[src/sv/i2cbs_pkg.sv]
// ----------------------------------------------------------------------------
// I2C bit sequencer package
// Shared types and phase constants for the I2C master bit sequencer.
// ----------------------------------------------------------------------------
package i2cbs_pkg;

   // Commands, as carried in the action field of a request beat.
   typedef enum logic [2:0] {
      CMD_IDLE  = 3'd0,
      CMD_START = 3'd1,
      CMD_WRITE = 3'd2,
      CMD_RDACK = 3'd3,
      CMD_RDNAK = 3'd4,
      CMD_STOP  = 3'd5
   } cmd_type;

   localparam int PHASE_W = 5;

   // Write command: eight bits of three phases each, then the ack slot.
   localparam logic [PHASE_W-1:0] WR_BITS_END = 5'd24;
   localparam logic [PHASE_W-1:0] WR_ACK_HIGH = 5'd25;

   // Read command: eight bits of two phases each, then the ack slot.
   localparam logic [PHASE_W-1:0] RD_BITS_END = 5'd16;
   localparam logic [PHASE_W-1:0] RD_ACK_HIGH = 5'd17;
   localparam logic [PHASE_W-1:0] RD_ACK_LOW  = 5'd18;

   // Position inside one written bit.
   localparam logic [1:0] WSUB_DATA = 2'd0;
   localparam logic [1:0] WSUB_HIGH = 2'd1;
   localparam logic [1:0] WSUB_LOW  = 2'd2;

   typedef struct packed {
      logic [2:0] action;
      logic [7:0] tx_byte;
      logic       sda_level;
   } req_type;

   typedef struct packed {
      logic       scl_level;
      logic       sda_release;
      logic       busy_res;
      logic       done_res;
      logic       ack_seen;
      logic [7:0] rx_byte;
   } rsp_type;

   typedef struct packed {
      cmd_type              cmd;
      logic [PHASE_W-1:0]   phase;
      logic [1:0]           wsub;
      logic [7:0]           shift;
      logic                 scl;
      logic                 sda;
   } state_type;

   localparam state_type STATE_RESET = '{
      cmd:   CMD_IDLE,
      phase: '0,
      wsub:  WSUB_DATA,
      shift: '0,
      scl:   1'b1,
      sda:   1'b1
   };

endpackage

[src/sv/i2cbs_phase_step.sv]
// ----------------------------------------------------------------------------
// I2C bit sequencer phase step
// Combinational next-state and result logic for one bus phase.
// ----------------------------------------------------------------------------
module i2cbs_phase_step (
   input  i2cbs_pkg::state_type cur_state,
   input  i2cbs_pkg::req_type   req,
   output i2cbs_pkg::state_type nxt_state,
   output i2cbs_pkg::rsp_type   rsp
);

   always_comb begin
      i2cbs_pkg::state_type st;
      logic                 fin;
      logic                 ack_now;

      st      = cur_state;
      fin     = 1'b0;
      ack_now = 1'b0;
      rsp     = '0;

      // A new command is taken only while idle; unknown codes are dropped.
      if (cur_state.cmd == i2cbs_pkg::CMD_IDLE) begin
         case (i2cbs_pkg::cmd_type'(req.action))
            i2cbs_pkg::CMD_START, i2cbs_pkg::CMD_WRITE, i2cbs_pkg::CMD_RDACK,
            i2cbs_pkg::CMD_RDNAK, i2cbs_pkg::CMD_STOP: begin
               st.cmd   = i2cbs_pkg::cmd_type'(req.action);
               st.phase = '0;
               st.wsub  = i2cbs_pkg::WSUB_DATA;
               st.shift = (req.action == i2cbs_pkg::CMD_WRITE) ? req.tx_byte : 8'h00;
            end
            default: begin
            end
         endcase
      end

      case (st.cmd)
         i2cbs_pkg::CMD_START: begin
            if (st.phase == '0) begin
               st.sda = 1'b0;
            end else begin
               st.scl = 1'b0;
               fin    = 1'b1;
            end
         end
         i2cbs_pkg::CMD_WRITE: begin
            if (st.phase < i2cbs_pkg::WR_BITS_END) begin
               case (st.wsub)
                  i2cbs_pkg::WSUB_DATA: st.sda = st.shift[7];
                  i2cbs_pkg::WSUB_HIGH: st.scl = 1'b1;
                  i2cbs_pkg::WSUB_LOW: begin
                     st.scl   = 1'b0;
                     st.shift = {st.shift[6:0], 1'b0};
                  end
                  default: begin
                  end
               endcase
               st.wsub = (st.wsub == i2cbs_pkg::WSUB_LOW) ? i2cbs_pkg::WSUB_DATA
                                                          : st.wsub + 2'd1;
            end else if (st.phase == i2cbs_pkg::WR_BITS_END) begin
               st.sda = 1'b1;
            end else if (st.phase == i2cbs_pkg::WR_ACK_HIGH) begin
               st.scl = 1'b1;
            end else begin
               // The slave acknowledges by pulling the data line low.
               ack_now = ~req.sda_level;
               st.scl  = 1'b0;
               fin     = 1'b1;
            end
         end
         i2cbs_pkg::CMD_RDACK, i2cbs_pkg::CMD_RDNAK: begin
            if (st.phase < i2cbs_pkg::RD_BITS_END) begin
               if (!st.phase[0]) begin
                  st.sda = 1'b1;
                  st.scl = 1'b1;
               end else begin
                  st.shift = {st.shift[6:0], req.sda_level};
                  st.scl   = 1'b0;
               end
            end else if (st.phase == i2cbs_pkg::RD_BITS_END) begin
               st.sda = (st.cmd == i2cbs_pkg::CMD_RDNAK);
            end else if (st.phase == i2cbs_pkg::RD_ACK_HIGH) begin
               st.scl = 1'b1;
            end else if (st.phase == i2cbs_pkg::RD_ACK_LOW) begin
               st.scl = 1'b0;
            end else begin
               st.sda = (st.cmd == i2cbs_pkg::CMD_RDACK);
               fin    = 1'b1;
            end
         end
         i2cbs_pkg::CMD_STOP: begin
            if (st.phase == '0) begin
               st.sda = 1'b0;
            end else if (st.phase == 5'd1) begin
               st.scl = 1'b1;
            end else begin
               st.sda = 1'b1;
               fin    = 1'b1;
            end
         end
         default: begin
            fin = 1'b1;
         end
      endcase

      if (st.cmd != i2cbs_pkg::CMD_IDLE) begin
         if (fin) begin
            rsp.done_res = 1'b1;
            if (st.cmd == i2cbs_pkg::CMD_WRITE) begin
               rsp.ack_seen = ack_now;
            end
            if (st.cmd == i2cbs_pkg::CMD_RDACK || st.cmd == i2cbs_pkg::CMD_RDNAK) begin
               rsp.rx_byte = st.shift;
            end
            st.cmd   = i2cbs_pkg::CMD_IDLE;
            st.phase = '0;
         end else begin
            rsp.busy_res = 1'b1;
            st.phase     = st.phase + 5'd1;
         end
      end

      rsp.scl_level   = st.scl;
      rsp.sda_release = st.sda;
      nxt_state       = st;
   end

endmodule

[src/sv/i2c_master_bit_sequencer_unit.sv]
// ----------------------------------------------------------------------------
// I2C master bit sequencer
// Advances an I2C master by one bus phase for every request beat.
// ----------------------------------------------------------------------------
// Each request beat is one tick: it may carry a command (start, write byte,
// read with ack, read with nack, stop), which is taken only while no command
// runs, and it carries the sampled data line level. Every request beat yields
// exactly one response beat with the line levels after that tick, busy/done,
// and the ack or received byte on the finishing tick. A new beat is taken in
// every clock cycle unless a response beat is stalled; each beat passes
// through the input register, the single phase step and the result register.
// Commands last 2 (start), 27 (write), 20 (read) and 3 (stop) ticks.
module i2c_master_bit_sequencer_unit (
   input  logic                clock,
   input  logic                reset,
   input  logic                req_valid,
   output logic                req_ready,
   input  i2cbs_pkg::req_type  req_data,
   output logic                rsp_valid,
   input  logic                rsp_ready,
   output i2cbs_pkg::rsp_type  rsp_data
);

   logic                 s1_valid_ff;
   i2cbs_pkg::req_type   s1_data_ff;
   i2cbs_pkg::state_type state_ff;
   i2cbs_pkg::state_type state_in;
   logic                 rsp_valid_ff;
   i2cbs_pkg::rsp_type   rsp_data_ff;
   i2cbs_pkg::rsp_type   rsp_in;
   logic                 out_adv;
   logic                 step;

   assign out_adv   = !rsp_valid_ff || rsp_ready;
   assign req_ready = !s1_valid_ff || out_adv;
   assign step      = s1_valid_ff && out_adv;

   i2cbs_phase_step u_step (
      .cur_state (state_ff),
      .req       (s1_data_ff),
      .nxt_state (state_in),
      .rsp       (rsp_in)
   );

   always_ff @(posedge clock) begin
      if (reset) begin
         s1_valid_ff <= 1'b0;
      end else if (req_ready) begin
         s1_valid_ff <= req_valid;
      end
   end

   always_ff @(posedge clock) begin
      if (req_valid && req_ready) begin
         s1_data_ff <= req_data;
      end
   end

   always_ff @(posedge clock) begin
      if (reset) begin
         state_ff <= i2cbs_pkg::STATE_RESET;
      end else if (step) begin
         state_ff <= state_in;
      end
   end

   always_ff @(posedge clock) begin
      if (reset) begin
         rsp_valid_ff <= 1'b0;
      end else if (out_adv) begin
         rsp_valid_ff <= s1_valid_ff;
      end
   end

   always_ff @(posedge clock) begin
      if (step) begin
         rsp_data_ff <= rsp_in;
      end
   end

   assign rsp_valid = rsp_valid_ff;
   assign rsp_data  = rsp_data_ff;

endmodule

[config.mk]
export PLATFORM = sky130hd
export DESIGN_NAME = i2c_master_bit_sequencer_unit
export DESIGN_NICKNAME = d
export VERILOG_FILES = /design/src/sv/i2cbs_pkg.sv /design/src/sv/i2cbs_phase_step.sv /design/src/sv/i2c_master_bit_sequencer_unit.sv
export SDC_FILE = /design/constraint.sdc
export NUM_CORES = 1
export LEC_CHECK = 0
export BUFFER_PORTS_ARGS = -buffer_cell sky130_fd_sc_hd__buf_2
export CAP_MARGIN = 10
export CORE_MARGIN = 1
export CORE_UTILIZATION = 54
export CTS_BUF_LIST = sky130_fd_sc_hd__clkbuf_8
export CTS_CLUSTER_SIZE = 20
export DETAILED_ROUTE_END_ITERATION = 7
export HOLD_SLACK_MARGIN = 0.03
export MAX_ROUTING_LAYER = met4
export PLACE_DENSITY = 0.78
export SETUP_SLACK_MARGIN = 0.05
export SLEW_MARGIN = 20
export SYNTH_ARGS = -nofsm -noshare
export SYNTH_HDL_FRONTEND = slang
export SYNTH_SLANG_ARGS = --single-unit
[constraint.sdc]
create_clock -name clock -period 2.8 [get_ports clock]
set_clock_uncertainty 0.05 [all_clocks]
set_input_delay 0.42 -clock clock [delete_from_list [all_inputs] [get_ports clock]]
set_output_delay 0.42 -clock clock [all_outputs]
set_load 0.02 [all_outputs]
==> results.toml <==
[run_status]
status = "completed"

[synthesis]
synth_compound_area_frac = 0.216
syn_nets = 283
netlist_area_mm2 = 0.00261
synth.ff_latch_count = 47
synthAdderAreaFrac = 0.0240
synth_top_cell_by_area = "edfxtp_1"
async_flop_share = 0
yosys_warnings = 0
synthMuxAreaShare = 0.0389
ys_types = 62
yosys.area_share.simple = 0.204
avgSynthCellArea_um2 = 9.95
ys_seq_area_frac = 0.457
synth_ff_type = "edfxtp_1"
synth_edf_count = 25
synth.area.top_cells = "edfxtp_1 (29%), dfxtp_1 (17%), nor2_1 (5.3%)"
synth_top_area_frac = 0.288
synth-xor-area-share = 0.00336
synthCells = 262
synth_top_family_by_area = "compound AO/OA/AOI/OAI gates"

[floorplan]
initial_core_util = 0.579
pin_count = 31
coreArea_mm2 = 0.00450
die_w_um = 71.5
dieHeight_um = 71.5
fp.dieArea_mm2 = 0.00511
num_rows = 24

[pwr]
power_density_mw_per_mm2 = 519
leakage_nw = 1.15
p_comb_frac = 0.154
swShare = 0.262
seqPwrFrac = 0.515
vdd_drop_max_uv = 331
fin_total_pwr_mw = 1.52
power_frac_clock = 0.331
internal_power_mw = 1.12
switching_power_mw = 0.398

[setup_path]
end_kind = "register"
arrival_ns = 2.70
crit_buf_inv = 0
cp_common_cell = "or3_1"
crit_type = "reg2reg"
cp_slowest_cell = "or3_1"
path_delay_family = "simple AND/OR/NAND/NOR gates"
crit_fanout = 11
slowest_delay_ns = 0.54
required_ns = 2.99
crit_path_cell_trace = "or3_1, o31ai_4, or3_1, and4b_1, or4b_1, o211ai_1"
critPathLaunchType = "register"

[timing]
slew_violations = 0
hold_violations = 0
rsz0062_at_grt = "false"
hold_ws_ns = 0.236
fin_crit_sh = 0.896
slew_headroom = 0.663
period_needed_ns = 2.51
worst_pin_slew_ns = 0.502
max_freq_mhz = 398
tns_ns = 0
finalSetupViolations = 0
setup_ws_ns = 0.290

[route]
drtAntennaViolNets = 0
firstDrtPassIters = 5
wl_per_cell_um = 16.4
drt-vias-per-instance = 6.16
drt_iter0_drc = 244
wl_um = 5720
via_count = 2151
drc = 0

[clock_tree]
cts.sinks = 47
h-tree-depth = 2
clock_path_buffers = 2
clk_pin_slew_ns = 0.09
cts_tree = "built"
ctsResizeCount = 0
insertion_delay_ns = 0.31
cts_inserted_buffers = 5
cts-root-buf = "clkbuf_8"
hold_buffers = 0
postCtsSetupRepairBufs = 0

[placed_design]
port_buffers = 30
gp_congestion = 0.912
place_area_mm2 = 0.00282
hpwl_um = 4150
dp_slack_ns = 0.318

[grt]
grt_pass1_vias = 1902
grt_max_degree = 24
grt_antenna_before_repair = 0
grt_usage = 0.248
grt_pass1_wl_um = 9340
grt_overflow_total = 0

[final_layout]
drive_gt1_frac = 0.215
antenna_cells = 0
layout.nets = 317
finish.instance_area_mm2 = 0.00293
areaGrowthSynthToFinish_pct = 12.4

[min_path]
min-delay-path-class = "in2reg"

[flow_run]
drv_cap = 0
through the flow:
step,instances,util
after floorplan,262,-
after global placement,341,0.626
after detailed placement,341,0.626
after CTS,349,0.651
after global routing,349,0.651
final,349,0.651
power by group through the flow:
stage	Clock [mW]	Sequential [mW]	Combinational [mW]
floorplan	0	0.806	0.151
global placement	0	0.798	0.232
detailed placement	0	0.799	0.232
CTS	0.509	0.783	0.233
global route	0.535	0.788	0.256
finish	0.503	0.783	0.235
synth_stat cells (6+ instances only):
cell type	count
clkbuf_1	10
dfxtp_1	22
nor2_1	37
a21oi_1	10
nor3_1	8
a22o_1	7
o21ai_0	11
edfxtp_1	25
nand3_1	6
inv_1	6
a211oi_1	9
nand2_1	11
mux2i_1	9
layer usage:
metal,share of wire,GRT usage,up-vias
li1,-,-,1045
met1,0.48,0.351,1009
met2,0.45,0.362,87
met3,0.059,0.0506,10
met4,0.016,0.0763,0
met5,0,-,-
worst reg2reg max path, stage by stage, from the launching register on:
cell and delay [ns]:
dfxtp_1 0.42, or3_1 0.54, o31ai_4 0.32, or3_1 0.19
and4b_1 0.36, or4b_1 0.46, o211ai_1 0.10
placed cells by master (no fill, tap or decap), types with 3 or more instances in the layout:
| cell type | Yosys | layout |
|---|---|---|
| nor2_1 | 37 | 37 |
| buf_2 | 2 | 30 |
| edfxtp_1 | 25 | 25 |
| dfxtp_1 | 22 | 22 |
| buf_4 | 2 | 16 |
| o21ai_0 | 11 | 11 |
| nand2_1 | 11 | 11 |
| a21oi_1 | 10 | 10 |
| a211oi_1 | 9 | 9 |
| mux2i_1 | 9 | 9 |
| nor3_1 | 8 | 8 |
| a22o_1 | 7 | 7 |
| inv_1 | 6 | 6 |
| nand3_1 | 6 | 6 |
| nor2b_1 | 5 | 5 |
| and2_1 | 5 | 5 |
| o211ai_1 | 5 | 5 |
| ha_1 | 5 | 5 |
| clkbuf_8 | 0 | 5 |
| nand2b_1 | 4 | 4 |
| nor3b_1 | 4 | 4 |
| or3_1 | 3 | 3 |
| a31oi_1 | 3 | 3 |
path summary, 6_finish.rpt:
check / startpoint / end / slack, ns / depth (start not counted)
worst max register to register: state_ff[17] / state_ff[16] / 0.29 / 6
worst min-delay path: req_data[6] / s1_data_ff[6] / 0.24 / 1
worst min register to register: state_ff[3] / state_ff[3] / 0.46 / 2
worst max-delay path: state_ff[17] / state_ff[16] / 0.29 / 6
sequential cells by signal (all words and copies together), names as in the netlist:
signal and flops:
state_ff 20, s1_data_ff 12, rsp_valid 1, s1_valid_ff 1, rsp_data 13
final cells by class:
type / count / area [um2]
clock buffer: 5 / 68.8
fill: 368 / 1570
timing repair buffer: 46 / 270
sequential: 47 / 1190
tap: 52 / 65.1
inverter: 7 / 26.3
multi-input combinational: 189 / 1270
clock inverter: 3 / 42.5
cell families (layout without fill, tap and decap cells):
logic type               count (synthesis)  in the layout
AO/OA/AOI/OAI                           72             72
XOR/XNOR                                 1              1
buffers and inverters                   26             61
adder cells (fa/ha/maj)                  5              5
flip-flops                              47             47
multiplexers                            10             10
AND/OR/NAND/NOR                        101            101
No activity file was read; power rests on OpenSTA's default activity.
